**config.mk**
```make
export PLATFORM = sky130hd
export DESIGN_NAME = space_vector_pwm_generator_core
export DESIGN_NICKNAME = d
export VERILOG_FILES = /design/src/rtl/svpwm_pkg.sv /design/src/rtl/space_vector_pwm_generator_core.sv
export SDC_FILE = /design/constraint.sdc
export NUM_CORES = 1
export LEC_CHECK = 0
export BUFFER_PORTS_ARGS = -buffer_cell sky130_fd_sc_hd__buf_2
export CORE_ASPECT_RATIO = 1.4
export CORE_MARGIN = 2
export CORE_UTILIZATION = 40
export CTS_BUF_LIST = sky130_fd_sc_hd__clkbuf_16
export DETAILED_ROUTE_END_ITERATION = 10
export PLACE_DENSITY_LB_ADDON = 0.08
export SYNTH_ARGS = -nofsm -noshare
export SYNTH_HDL_FRONTEND = slang
export SYNTH_SLANG_ARGS = --single-unit
```
**constraint.sdc**
```tcl
create_clock -name clk_i -period 10.8 [get_ports clk_i]
set_clock_uncertainty 0.15 [all_clocks]
set_input_delay 2.16 -clock clk_i [delete_from_list [all_inputs] [get_ports clk_i]]
set_output_delay 2.16 -clock clk_i [all_outputs]
set_load 0.02 [all_outputs]
```
**src/rtl/svpwm_pkg.sv**
```systemverilog
package svpwm_pkg;

  // item kinds on the input channel
  typedef enum logic {
    MODE_SET_ANGLE = 1'b0,
    MODE_TICK      = 1'b1
  } mode_e;

  localparam int unsigned FULL_TURN   = 360;
  localparam int unsigned SECTOR_SPAN = 60;
  localparam int unsigned OFFS_LAST   = 60;

  // angle / 360 as a multiply by 2^24/360 rounded up, exact over 16 bits
  localparam int unsigned TURN_RECIP = 46604;
  localparam int unsigned TURN_SHIFT = 24;

  // product / 100 as a multiply by 2^19/100 rounded up, exact over 15 bits
  localparam int unsigned PCT_RECIP = 5243;
  localparam int unsigned PCT_SHIFT = 19;

  localparam logic [6:0] PCT_RESET = 7'd100;
  localparam logic [7:0] START_END = 8'd220;
  localparam logic [7:0] END_MAX   = 8'd255;

  localparam logic [2:0] VEC_RESET     = 3'b100;
  localparam logic [2:0] VEC_ZERO_LOW  = 3'b000;
  localparam logic [2:0] VEC_ZERO_HIGH = 3'b111;

  localparam logic [7:0] DUR_FIRST [61] = '{
    8'd220, 8'd218, 8'd215, 8'd213, 8'd211, 8'd208, 8'd206, 8'd203, 8'd200, 8'd197,
    8'd195, 8'd192, 8'd189, 8'd186, 8'd183, 8'd180, 8'd176, 8'd173, 8'd170, 8'd167,
    8'd163, 8'd160, 8'd156, 8'd153, 8'd149, 8'd146, 8'd142, 8'd138, 8'd135, 8'd131,
    8'd127, 8'd123, 8'd119, 8'd115, 8'd111, 8'd107, 8'd103, 8'd99,  8'd95,  8'd91,
    8'd87,  8'd83,  8'd79,  8'd74,  8'd70,  8'd66,  8'd61,  8'd57,  8'd53,  8'd48,
    8'd44,  8'd40,  8'd35,  8'd31,  8'd27,  8'd22,  8'd18,  8'd13,  8'd9,   8'd4,
    8'd0
  };

  localparam logic [7:0] DUR_SECOND [61] = '{
    8'd0,   8'd4,   8'd9,   8'd13,  8'd18,  8'd22,  8'd27,  8'd31,  8'd35,  8'd40,
    8'd44,  8'd48,  8'd53,  8'd57,  8'd61,  8'd66,  8'd70,  8'd74,  8'd79,  8'd83,
    8'd87,  8'd91,  8'd95,  8'd99,  8'd103, 8'd107, 8'd111, 8'd115, 8'd119, 8'd123,
    8'd127, 8'd131, 8'd135, 8'd138, 8'd142, 8'd146, 8'd149, 8'd153, 8'd156, 8'd160,
    8'd163, 8'd167, 8'd170, 8'd173, 8'd176, 8'd180, 8'd183, 8'd186, 8'd189, 8'd192,
    8'd195, 8'd197, 8'd200, 8'd203, 8'd206, 8'd208, 8'd211, 8'd213, 8'd215, 8'd218,
    8'd220
  };

  // first active vector duration at a sector offset
  function automatic logic [7:0] dur_first(input logic [5:0] offs);
    logic [7:0] res;
    res = 8'd0;
    if (offs <= 6'(OFFS_LAST)) begin
      res = DUR_FIRST[offs];
    end
    return res;
  endfunction

  // second active vector duration at a sector offset
  function automatic logic [7:0] dur_second(input logic [5:0] offs);
    logic [7:0] res;
    res = 8'd0;
    if (offs <= 6'(OFFS_LAST)) begin
      res = DUR_SECOND[offs];
    end
    return res;
  endfunction

  // active vector of a sector, sector six wraps to the first one
  function automatic logic [2:0] sector_vec(input logic [2:0] sect);
    logic [2:0] res;
    unique case (sect)
      3'd0:    res = 3'b100;
      3'd1:    res = 3'b110;
      3'd2:    res = 3'b010;
      3'd3:    res = 3'b011;
      3'd4:    res = 3'b001;
      3'd5:    res = 3'b101;
      default: res = 3'b100;
    endcase
    return res;
  endfunction

  // zero vector: all high after a two-bit vector, all low otherwise
  function automatic logic [2:0] zero_for(input logic [2:0] vec);
    logic [1:0] ones;
    ones = 2'(vec[0]) + 2'(vec[1]) + 2'(vec[2]);
    return (ones == 2'd2) ? VEC_ZERO_HIGH : VEC_ZERO_LOW;
  endfunction

endpackage

```
**src/rtl/space_vector_pwm_generator_core.sv**
```systemverilog
// Three-phase space-vector PWM generator.
// Input channel (in_valid_i / in_ready_o) carries mode_i and angle_i. A
// set-angle transfer reduces angle_i modulo 360, picks the sector vectors and
// scales the two vector durations by the power register, then restarts the
// 8-bit tick counter and drives the first vector. A tick transfer advances
// the counter and applies the compare A, compare B and wrap events.
// Output channel (out_valid_o / out_ready_i) gives one result per input
// transfer: phase_bits_o, first_end_o and second_end_o.
// A result is valid once its input has passed the angle divide stage, the
// table and scale stage, the percent divide stage and the state update
// stage. Throughput is one item per cycle while the receiver takes results.
// A stalled receiver holds the result; the stages behind it keep filling and
// in_ready_o falls only once every stage holds an item. The user must write
// the power register by cfg_we_i / cfg_wdata_i only while idle; the block
// does not enforce it. Reset gives power 100 and the state of a set-angle
// of zero: counter 0, both compares 220, drive 100, no result pending.
module space_vector_pwm_generator_core
  import svpwm_pkg::*;
(
  input  logic        clk_i,
  input  logic        rst_ni,
  input  logic        cfg_we_i,
  input  logic [6:0]  cfg_wdata_i,
  input  logic        in_valid_i,
  output logic        in_ready_o,
  input  logic        mode_i,
  input  logic [15:0] angle_i,
  output logic        out_valid_o,
  input  logic        out_ready_i,
  output logic [2:0]  phase_bits_o,
  output logic [7:0]  first_end_o,
  output logic [7:0]  second_end_o
);

  logic [6:0] power_q;

  // stage valids and readies
  logic a_valid_q, b_valid_q, c_valid_q, d_valid_q, out_valid_q;
  logic a_rdy, b_rdy, c_rdy, d_rdy, out_rdy;

  // stage payloads
  logic        a_mode_q;
  logic [15:0] a_angle_q;
  logic        b_mode_q;
  logic [15:0] b_angle_q;
  logic [7:0]  b_turns_q;
  logic        c_mode_q;
  logic [14:0] c_p1_q, c_p2_q;
  logic [2:0]  c_sect_q;
  logic        c_offs_zero_q;
  logic        d_mode_q;
  logic [7:0]  d_d1_q, d_d2_q;
  logic [2:0]  d_sect_q;
  logic        d_offs_zero_q;

  // pwm state
  logic [7:0] tick_q, tick_d;
  logic [7:0] cmp_a_q, cmp_a_d, cmp_b_q, cmp_b_d;
  logic [7:0] nxt_first_q, nxt_first_d, nxt_second_q, nxt_second_d;
  logic [2:0] first_vec_q, first_vec_d, second_vec_q, second_vec_d;
  logic [2:0] zero_vec_q, zero_vec_d, drive_q, drive_d;
  logic       upd;

  // power register
  always_ff @(posedge clk_i or negedge rst_ni) begin
    if (!rst_ni) begin
      power_q <= PCT_RESET;
    end else if (cfg_we_i) begin
      power_q <= cfg_wdata_i;
    end
  end

  // ready chain from the output back to the input
  assign out_rdy    = !out_valid_q || out_ready_i;
  assign d_rdy      = !d_valid_q || out_rdy;
  assign c_rdy      = !c_valid_q || d_rdy;
  assign b_rdy      = !b_valid_q || c_rdy;
  assign a_rdy      = !a_valid_q || b_rdy;
  assign in_ready_o = a_rdy;
  assign upd        = d_valid_q && out_rdy;

  always_ff @(posedge clk_i or negedge rst_ni) begin
    if (!rst_ni) begin
      a_valid_q   <= 1'b0;
      b_valid_q   <= 1'b0;
      c_valid_q   <= 1'b0;
      d_valid_q   <= 1'b0;
      out_valid_q <= 1'b0;
    end else begin
      if (a_rdy)   a_valid_q   <= in_valid_i;
      if (b_rdy)   b_valid_q   <= a_valid_q;
      if (c_rdy)   c_valid_q   <= b_valid_q;
      if (d_rdy)   d_valid_q   <= c_valid_q;
      if (out_rdy) out_valid_q <= d_valid_q;
    end
  end

  // stage b: whole turns of the angle by reciprocal multiply
  logic [31:0] turn_prod;
  assign turn_prod = 32'(a_angle_q) * 32'(TURN_RECIP);

  // stage c: sector, offset, table lookup and power scaling
  logic [16:0] turn_span;
  logic [16:0] phi_full;
  logic [8:0]  phi;
  logic [2:0]  sect;
  logic [8:0]  sect_base;
  logic [5:0]  offs;

  assign turn_span = 17'(b_turns_q) * 17'(FULL_TURN);
  assign phi_full  = 17'(b_angle_q) - turn_span;
  assign phi       = phi_full[8:0];

  always_comb begin
    priority if (phi >= 9'(5 * SECTOR_SPAN)) sect = 3'd5;
    else if (phi >= 9'(4 * SECTOR_SPAN))     sect = 3'd4;
    else if (phi >= 9'(3 * SECTOR_SPAN))     sect = 3'd3;
    else if (phi >= 9'(2 * SECTOR_SPAN))     sect = 3'd2;
    else if (phi >= 9'(SECTOR_SPAN))         sect = 3'd1;
    else                                     sect = 3'd0;
  end

  assign sect_base = 9'(sect) * 9'(SECTOR_SPAN);
  assign offs      = 6'(phi - sect_base);

  // stage d: divide the scaled durations by 100 and saturate
  logic [27:0] q1_prod, q2_prod;
  logic [8:0]  q1, q2;
  assign q1_prod = 28'(c_p1_q) * 28'(PCT_RECIP);
  assign q2_prod = 28'(c_p2_q) * 28'(PCT_RECIP);
  assign q1      = q1_prod[PCT_SHIFT +: 9];
  assign q2      = q2_prod[PCT_SHIFT +: 9];

  // stage payload registers
  always_ff @(posedge clk_i) begin
    if (in_valid_i && a_rdy) begin
      a_mode_q  <= mode_i;
      a_angle_q <= angle_i;
    end
    if (a_valid_q && b_rdy) begin
      b_mode_q  <= a_mode_q;
      b_angle_q <= a_angle_q;
      b_turns_q <= turn_prod[TURN_SHIFT +: 8];
    end
    if (b_valid_q && c_rdy) begin
      c_mode_q      <= b_mode_q;
      c_p1_q        <= 15'(dur_first(offs)) * 15'(power_q);
      c_p2_q        <= 15'(dur_second(offs)) * 15'(power_q);
      c_sect_q      <= sect;
      c_offs_zero_q <= (offs == 6'd0);
    end
    if (c_valid_q && d_rdy) begin
      d_mode_q      <= c_mode_q;
      d_d1_q        <= q1[8] ? END_MAX : q1[7:0];
      d_d2_q        <= q2[8] ? END_MAX : q2[7:0];
      d_sect_q      <= c_sect_q;
      d_offs_zero_q <= c_offs_zero_q;
    end
  end

  // state update: new angle or one tick
  logic [8:0] end_sum;
  logic [7:0] end_two;
  logic [2:0] vec_one, vec_two;
  logic [7:0] tick_inc;

  assign end_sum  = 9'(d_d1_q) + 9'(d_d2_q);
  assign end_two  = end_sum[8] ? END_MAX : end_sum[7:0];
  assign vec_one  = sector_vec(d_sect_q);
  assign vec_two  = d_offs_zero_q ? vec_one : sector_vec(3'(d_sect_q + 3'd1));
  assign tick_inc = tick_q + 8'd1;

  always_comb begin
    tick_d       = tick_q;
    cmp_a_d      = cmp_a_q;
    cmp_b_d      = cmp_b_q;
    nxt_first_d  = nxt_first_q;
    nxt_second_d = nxt_second_q;
    first_vec_d  = first_vec_q;
    second_vec_d = second_vec_q;
    zero_vec_d   = zero_vec_q;
    drive_d      = drive_q;
    if (mode_e'(d_mode_q) == MODE_SET_ANGLE) begin
      first_vec_d  = vec_one;
      second_vec_d = vec_two;
      zero_vec_d   = zero_for(vec_two);
      nxt_first_d  = d_d1_q;
      nxt_second_d = end_two;
      tick_d       = 8'd0;
      cmp_a_d      = d_d1_q;
      cmp_b_d      = end_two;
      drive_d      = vec_one;
    end else begin
      tick_d = tick_inc;
      if (tick_inc == cmp_a_q && cmp_a_q != cmp_b_q && cmp_a_q != 8'd0) begin
        drive_d = second_vec_q;
      end
      if (tick_inc == cmp_b_q) begin
        drive_d = zero_vec_q;
        cmp_a_d = nxt_first_q;
        cmp_b_d = nxt_second_q;
      end
      if (tick_inc == 8'd0) begin
        drive_d = first_vec_q;
      end
    end
  end

  always_ff @(posedge clk_i or negedge rst_ni) begin
    if (!rst_ni) begin
      tick_q       <= 8'd0;
      cmp_a_q      <= START_END;
      cmp_b_q      <= START_END;
      nxt_first_q  <= START_END;
      nxt_second_q <= START_END;
      first_vec_q  <= VEC_RESET;
      second_vec_q <= VEC_RESET;
      zero_vec_q   <= VEC_ZERO_LOW;
      drive_q      <= VEC_RESET;
    end else if (upd) begin
      tick_q       <= tick_d;
      cmp_a_q      <= cmp_a_d;
      cmp_b_q      <= cmp_b_d;
      nxt_first_q  <= nxt_first_d;
      nxt_second_q <= nxt_second_d;
      first_vec_q  <= first_vec_d;
      second_vec_q <= second_vec_d;
      zero_vec_q   <= zero_vec_d;
      drive_q      <= drive_d;
    end
  end

  assign out_valid_o  = out_valid_q;
  assign phase_bits_o = drive_q;
  assign first_end_o  = cmp_a_q;
  assign second_end_o = cmp_b_q;

  // compare B never ends before compare A
  assert property (@(posedge clk_i) disable iff (!rst_ni)
    cmp_a_q <= cmp_b_q)
    else $error("compare B below compare A");

  // a new angle restarts the counter on the first vector
  assert property (@(posedge clk_i) disable iff (!rst_ni)
    upd && mode_e'(d_mode_q) == MODE_SET_ANGLE |=> tick_q == 8'd0 && drive_q == first_vec_q)
    else $error("set angle did not restart the counter");

  // a tick advances the counter by one
  assert property (@(posedge clk_i) disable iff (!rst_ni)
    upd && mode_e'(d_mode_q) == MODE_TICK |=> tick_q == 8'($past(tick_q) + 8'd1))
    else $error("tick did not advance the counter");

  // the pwm state moves only when a result is loaded
  assert property (@(posedge clk_i) disable iff (!rst_ni)
    !upd |=> $stable(drive_q) && $stable(tick_q) && $stable(cmp_b_q))
    else $error("state changed without a result");

  // zero vector is all low or all high
  assert property (@(posedge clk_i) disable iff (!rst_ni)
    zero_vec_q == VEC_ZERO_LOW || zero_vec_q == VEC_ZERO_HIGH)
    else $error("bad zero vector");

endmodule
```
## Word level (Yosys, flattened, before mapping)

Memories as Yosys holds them, arrays and structs flattened.
Index checks and enable logic that the tools add are counted.

- Memories kept: 2
- Logic and storage cells: 121
- Input port bits: 29
- Output and inout bits: 21
- Memory bits (read-only): 1024
- Flip-flop bits (word level): 155

Memory list:

| memory | depth | bits a word | read ports | clocked after memory_dff | wr ports | line | source |
|---|---|---|---|---|---|---|---|
| (name not given) | 64 | 8 | 1 | 0 | 0 | svpwm_pkg.sv:64 | `res = DUR_SECOND[offs];` |
| (name not given) | 64 | 8 | 1 | 0 | 0 | svpwm_pkg.sv:54 | `res = DUR_FIRST[offs];` |

- Mux-type cells: 27
- Reduce and logical (&&, ||, !) cells: 23
- Order comparisons: 7
- $mul: 7
- Eq/ne operators: 16
- Add/sub/neg operators: 7
- Bitwise operators: 2

Operators by type and width:

| cell | count |
|---|---|
| 8-bit 2-to-1 mux | 14 |
| 15-bit by 13-bit multiplier with 28-bit output (second input constant) | 2 |
| 16-bit by 14-bit multiplier with 30-bit output (second input constant) | 1 |
| 8-bit by 7-bit multiplier with 15-bit output | 2 |
| 3-bit case mux with 5 select lines | 2 |
| 3-bit 2-to-1 mux | 8 |
| 9-bit by 8-bit >= comparator with 1-bit output (second input constant) | 2 |
| 8-bit == test | 2 |
| 3-bit by 2-bit == test with 1-bit output (second input constant) | 4 |
| 3-bit == test (second input constant) | 4 |
| 8-bit by 8-bit adder with 9-bit output | 1 |
| 9-bit by 6-bit >= comparator with 1-bit output (second input constant) | 1 |
| 9-bit by 7-bit >= comparator with 1-bit output (second input constant) | 1 |
| 9-bit >= comparator (second input constant) | 1 |
| 9-bit subtractor | 1 |
| 8-bit by 1-bit adder with 8-bit output (second input constant) | 1 |
| 8-bit zero test | 1 |
| 8-bit by 6-bit multiplier with 6-bit output (second input constant) | 1 |
| 8-bit != test | 1 |
| 8-bit nonzero test | 1 |
| 7-bit >= comparator (second input constant) | 1 |
| 1-bit logical AND | 7 |
| 6-bit inverter with 7-bit output | 1 |
| 3-bit by 1-bit == test with 1-bit output (second input constant) | 2 |
| other kinds (16) | 27 |

## Logic depth before layout (Yosys ltp)

- Word-level depth: 17
- Mapped depth: 43
- Depth with buffers taken out: 42

## Least setup slack after synthesis

OpenSTA, ideal clock, no wires.

- Kind: register to register
- From: register b_turns_q[2]
- To: register c_p2_q[12] (data pin)
- Cell stages (with the launch flop): 42
- Path slack: 1.393 ns
- Data arrival time: 9.000 ns
- Clock period less this slack: 9.407 ns
- Path buffers: 1
- Required time: 10.392 ns
- Library setup time: 0.258 ns
- Path through: edfxtp_1 -> ha_1 -> ha_1 -> inv_1 -> fa_1 -> inv_1 -> ha_1 -> inv_1 -> ha_1 -> xnor2_1 -> nor2_1 -> o21ai_0 -> nand3_1 -> a21oi_1 -> mux2i_1 -> fa_1 -> inv_1 -> ha_1 -> [... 6 more ...] -> o21ai_0 -> o21ai_0 -> nand2_1 -> fa_1 -> fa_1 -> inv_1 -> fa_1 -> inv_1 -> fa_1 -> inv_1 -> ha_1 -> inv_1 -> o21bai_1 -> a21oi_1 -> o21bai_1 -> a41oi_1 -> nor2b_1 -> xnor2_1

- Word-level cells in the longest chain between the ends: 17
- Elaborated cells between the ends (all ways): 22
- Classes of those cells: 2 x add/sub; 3 x mul; 6 x order compare; 9 x mux; 1 x bitwise; 1 x memory

Ends and longest elaborated chain:

| element | line | source |
|---|---|---|
| start: declaration | space_vector_pwm_generator_core.sv:46 | `logic [7:0] b_turns_q;` |
| start signal: assignment | space_vector_pwm_generator_core.sv:143 | `b_turns_q <= turn_prod[TURN_SHIFT +: 8];` |
| 8-bit by 6-bit multiplier with 6-bit output (*) | space_vector_pwm_generator_core.sv:110 | `assign turn_span = 17'(b_turns_q) * 17'(FULL_TURN);` |
| 9-bit subtractor (*) | space_vector_pwm_generator_core.sv:111 | `assign phi_full = 17'(b_angle_q) - turn_span;` |
| 9-bit by 6-bit >= comparator with 1-bit output | space_vector_pwm_generator_core.sv:119 | `else if (phi >= 9'(SECTOR_SPAN)) sect = 3'd1;` |
| 1-bit 2-to-1 mux | space_vector_pwm_generator_core.sv:119 |  |
| 2-bit 2-to-1 mux | space_vector_pwm_generator_core.sv:118 | `else if (phi >= 9'(2 * SECTOR_SPAN)) sect = 3'd2;` |
| 2-bit 2-to-1 mux | space_vector_pwm_generator_core.sv:117 | `else if (phi >= 9'(3 * SECTOR_SPAN)) sect = 3'd3;` |
| 3-bit 2-to-1 mux | space_vector_pwm_generator_core.sv:116 | `else if (phi >= 9'(4 * SECTOR_SPAN)) sect = 3'd4;` |
| 3-bit 2-to-1 mux | space_vector_pwm_generator_core.sv:115 | `priority if (phi >= 9'(5 * SECTOR_SPAN)) sect = 3'd5;` |
| 3-bit by 4-bit multiplier with 4-bit output | space_vector_pwm_generator_core.sv:123 | `assign sect_base = 9'(sect) * 9'(SECTOR_SPAN);` |
| 6-bit subtractor (*) | space_vector_pwm_generator_core.sv:124 | `assign offs = 6'(phi - sect_base);` |
| 6-bit inverter with 7-bit output (implied by the code) | svpwm_pkg.sv:64 |  |
| memory read 64 x 8 bit | n/a |  |
| 8-bit 2-to-1 mux (implied by the code) (2 in series) | svpwm_pkg.sv:64 |  |
| 8-bit 2-to-1 mux (*) | svpwm_pkg.sv:63 | `if (offs <= 6'(OFFS_LAST)) begin` |
| 8-bit 2-to-1 mux (*) | space_vector_pwm_generator_core.sv:145 | `if (b_valid_q && c_rdy) begin` |
| 8-bit by 7-bit multiplier with 15-bit output (*) | space_vector_pwm_generator_core.sv:148 | `c_p2_q <= 15'(dur_second(offs)) * 15'(power_q);` |
| end signal: assignment | space_vector_pwm_generator_core.sv:148 |  |
| end: declaration | space_vector_pwm_generator_core.sv:48 | `logic [14:0] c_p1_q, c_p2_q;` |

Every way passes the cells marked *; elsewhere a longest branch is shown, timed or not. The select of a mux whose other input is x is not followed.
A chain may end at the register's enable or synchronous reset.

## Worst setup path after layout

Same ends and word-level chain as after synthesis.

==> results by group <==
Run status
  – Status: finished, final reports clean

Timing
  – Max frequency: 98.6 MHz
  – RSZ-0062 raised after global routing: no
  – Relative slew slack: 0.319
  – Final min period: 10.14 ns
  – Final period util: 0.939
  – Final Hold Fails: 0
  – Setup violations, final: 0
  – Setup Total Neg Slack: 0 ns
  – Pins Over Slew Limit: 0
  – Worst slew pin tran: 1.02 ns
  – WHS: 0.268 ns

Die
  – Die area: 55500 sq um
  – Core Region: 53100 sq um
  – DIE WIDTH: 200 um
  – I/O pin cnt: 50
  – Starting density of the core: 0.404
  – Site Rows: 100
  – Overall die height: 278 um

Drt
  – Initial DRC count: 607
  – Drt via density: 4.95
  – Drt pass-1 iters: 5
  – Wirelength per Cell: 16.2 um
  – Post-route ant nets: 0
  – Final WL: 47300 um
  – DRC viols: 0
  – Routed vias: 14400

Setup path
  – Critical path class: flop to flop
  – Critical-path top delay cell: fa_1
  – CP Launch Type: flop
  – Worst path required time: 10.89 ns
  – Reg2reg path depth: 42
  – Kind of end point of the critical path: flop
  – CP startpoint: b_turns_q[2]
  – CP dominant cell by count: inv_1
  – Worst-path maximum fanout: 14
  – R2r setup slk: 0.66 ns
  – Arrival @ worst endpoint: 10.23 ns
  – Delay of the slowest cell on the worst path: 0.56 ns
  – Critical R2R Launch: b_turns_q[2]
  – Reg2reg end: c_p2_q[12]

Yosys
  – Most frequent cell after synthesis: inv_1
  – Fraction of registers with async set/reset: 0.411
  – Warnings, synthesis: 0
  – Post-synth top flop: edfxtp_1
  – Yosys top cell area share: 0.237
  – Avg Cell Area, Syn: 10.0 sq um
  – Commonest cells in the netlist: inv_1 (444), ha_1 (405), fa_1 (254)
  – Mapped Area: 21400 sq um
  – Synth Register Bits: 151
  – Synth Net Count: 2831
  – EDFF count, synth: 89
  – Syn Inst Count: 2143
  – Cells taking the most area after synthesis: fa_1 (24%), ha_1 (24%), edfxtp_1 (12%)
  – Leading area contributor after synthesis: fa_1
  – Synth unique cells: 73
  – Sequential element share of the synthesized area: 0.199

Final layout
  – Share of layout cells above drive strength 1: 0.0779
  – Number of diodes: 0
  – Fillers: 5240
  – NumNets Final: 2870
  – Area growth, synth to finish: 7.80%

Place
  – Placer Congestion: 0.837
  – Final HPWL DP: 40300 um
  – # port buffers: 49

GRT
  – First-pass GRT wire length: 78300 um
  – Vias in the first global route: 15513
  – Largest net degree at the start of global routing: 63
  – Total GRT Usage: 0.183
  – Gr ovfl total: 0
  – Initial antenna violation count: 0

Clock tree
  – Worst-skew pair later-pin latency: 0.49 ns
  – Total setup buffers inserted after CTS: 0
  – Root Driver: clkbuf_16
  – CTS Buf Count: 17
  – H-tree depth: 4
  – CTS clk-pin slew, worst paths: 0.07 ns
  – Clk sink count: 151
  – Maximum clock insertion buffer count: 2
  – CTS tree: done

Hold path
  – Hold Crit Class: flop to flop
  – Hold Crit Endpoint: b_mode_q
  – Hold Path Depth: 0
  – Hold_sp: a_mode_q

Flow run
  – Max-cap violation count: 0
## layer usage
metal  track usage  vias to the layer above  wire [um]
li1              -                     7124          -
met5             0                        -          0
met2         0.353                      170      26600
met3        0.0247                       55        987
met1         0.202                     7051      18600
met4        0.0581                        0       1060
## placed cells by master (no fill, tap or decap), types with 17 or more instances in the layout
cell | synthesis | routed
a21o_1 | 20 | 20
a21oi_1 | 104 | 104
and2_1 | 74 | 74
buf_2 | 2 | 49
clkbuf_16 | 0 | 17
dfrtp_1 | 36 | 36
dfstp_2 | 26 | 26
edfxtp_1 | 89 | 89
fa_1 | 254 | 253
ha_1 | 405 | 405
inv_1 | 444 | 444
mux2_2 | 24 | 24
nand2_1 | 108 | 108
nand2b_1 | 17 | 17
nand3_1 | 26 | 26
nor2_1 | 99 | 98
nor3_1 | 25 | 25
o21ai_0 | 78 | 77
xnor2_1 | 72 | 70
xor2_1 | 28 | 27
## per-stage QoR
step / util / setup WS (ns) / std cells / instance area [sq um]
after floorplan: - / 1.39 / 2143 / 21400
final: 0.436 / 0.659 / 2909 / 23100
after global placement: 0.425 / 0.643 / 2877 / 22500
after global routing: 0.436 / 0.0118 / 2909 / 23100
after detailed placement: 0.425 / 0.490 / 2877 / 22500
after CTS: 0.435 / 0.471 / 2909 / 23100
## critical path: cells and delay by family (launching register included)
family / cells / cell delay, ns
buffers and inverters: 11 / 0.89
flip-flops: 1 / 0.40
AO/OA/AOI/OAI: 9 / 1.64
XOR/XNOR: 3 / 0.88
AND/OR/NAND/NOR: 5 / 0.55
multiplexers: 1 / 0.12
adder cells (fa/ha/maj): 13 / 5.25
## sequential cells by signal, indices dropped and copies added, names as in the netlist, 3 cells and up
signal,flops
second_end_o,8
nxt_second_q,8
b_turns_q,6
c_p2_q,15
c_sect_q,3
power_q,7
second_vec_q,3
d_sect_q,3
a_angle_q,16
d_d1_q,8
b_angle_q,9
d_d2_q,8
first_end_o,8
first_vec_q,3
c_p1_q,15
phase_bits_o,3
tick_q,8
nxt_first_q,8
## worst max-delay path by stage
stage                  to  cells past startpoint
6_report       c_p2_q[12]                     42
3_5_place_dp   c_p2_q[12]                     42
4_1_cts        c_p2_q[12]                     42
5_1_grt        c_p2_q[12]                     41
2_1_floorplan  c_p2_q[12]                     41
3_3_place_gp   c_p2_q[12]                     42
## layout make-up
cell class	instances	area, sq um	area share
Sequential cell	151	4260	0.184
Clock inverter	15	140	0.00606
Timing Repair Buffer	60	328	0.0142
Clock buffer	17	425	0.0184
Inverter	444	1670	0.0721
Tap cell	714	893	0.0387
Multi-Input combinational cell	1508	15400	0.666
## logic make-up after synthesis
logic type	share of synthesized area
compound gates	0.0845
xor+xnor	0.0439
fa+ha+maj	0.474
buf+inv	0.0854
flops	0.199
mux	0.0197
simple gates	0.0944
## what timing repair did
action	CTS	global route
hold buffers	0	0
endpoints found under the setup margin	0	8
resized for setup	0	4
Power is not shown: default switching activity piles up to over one toggle a cycle in this logic, so the estimate is an artifact.
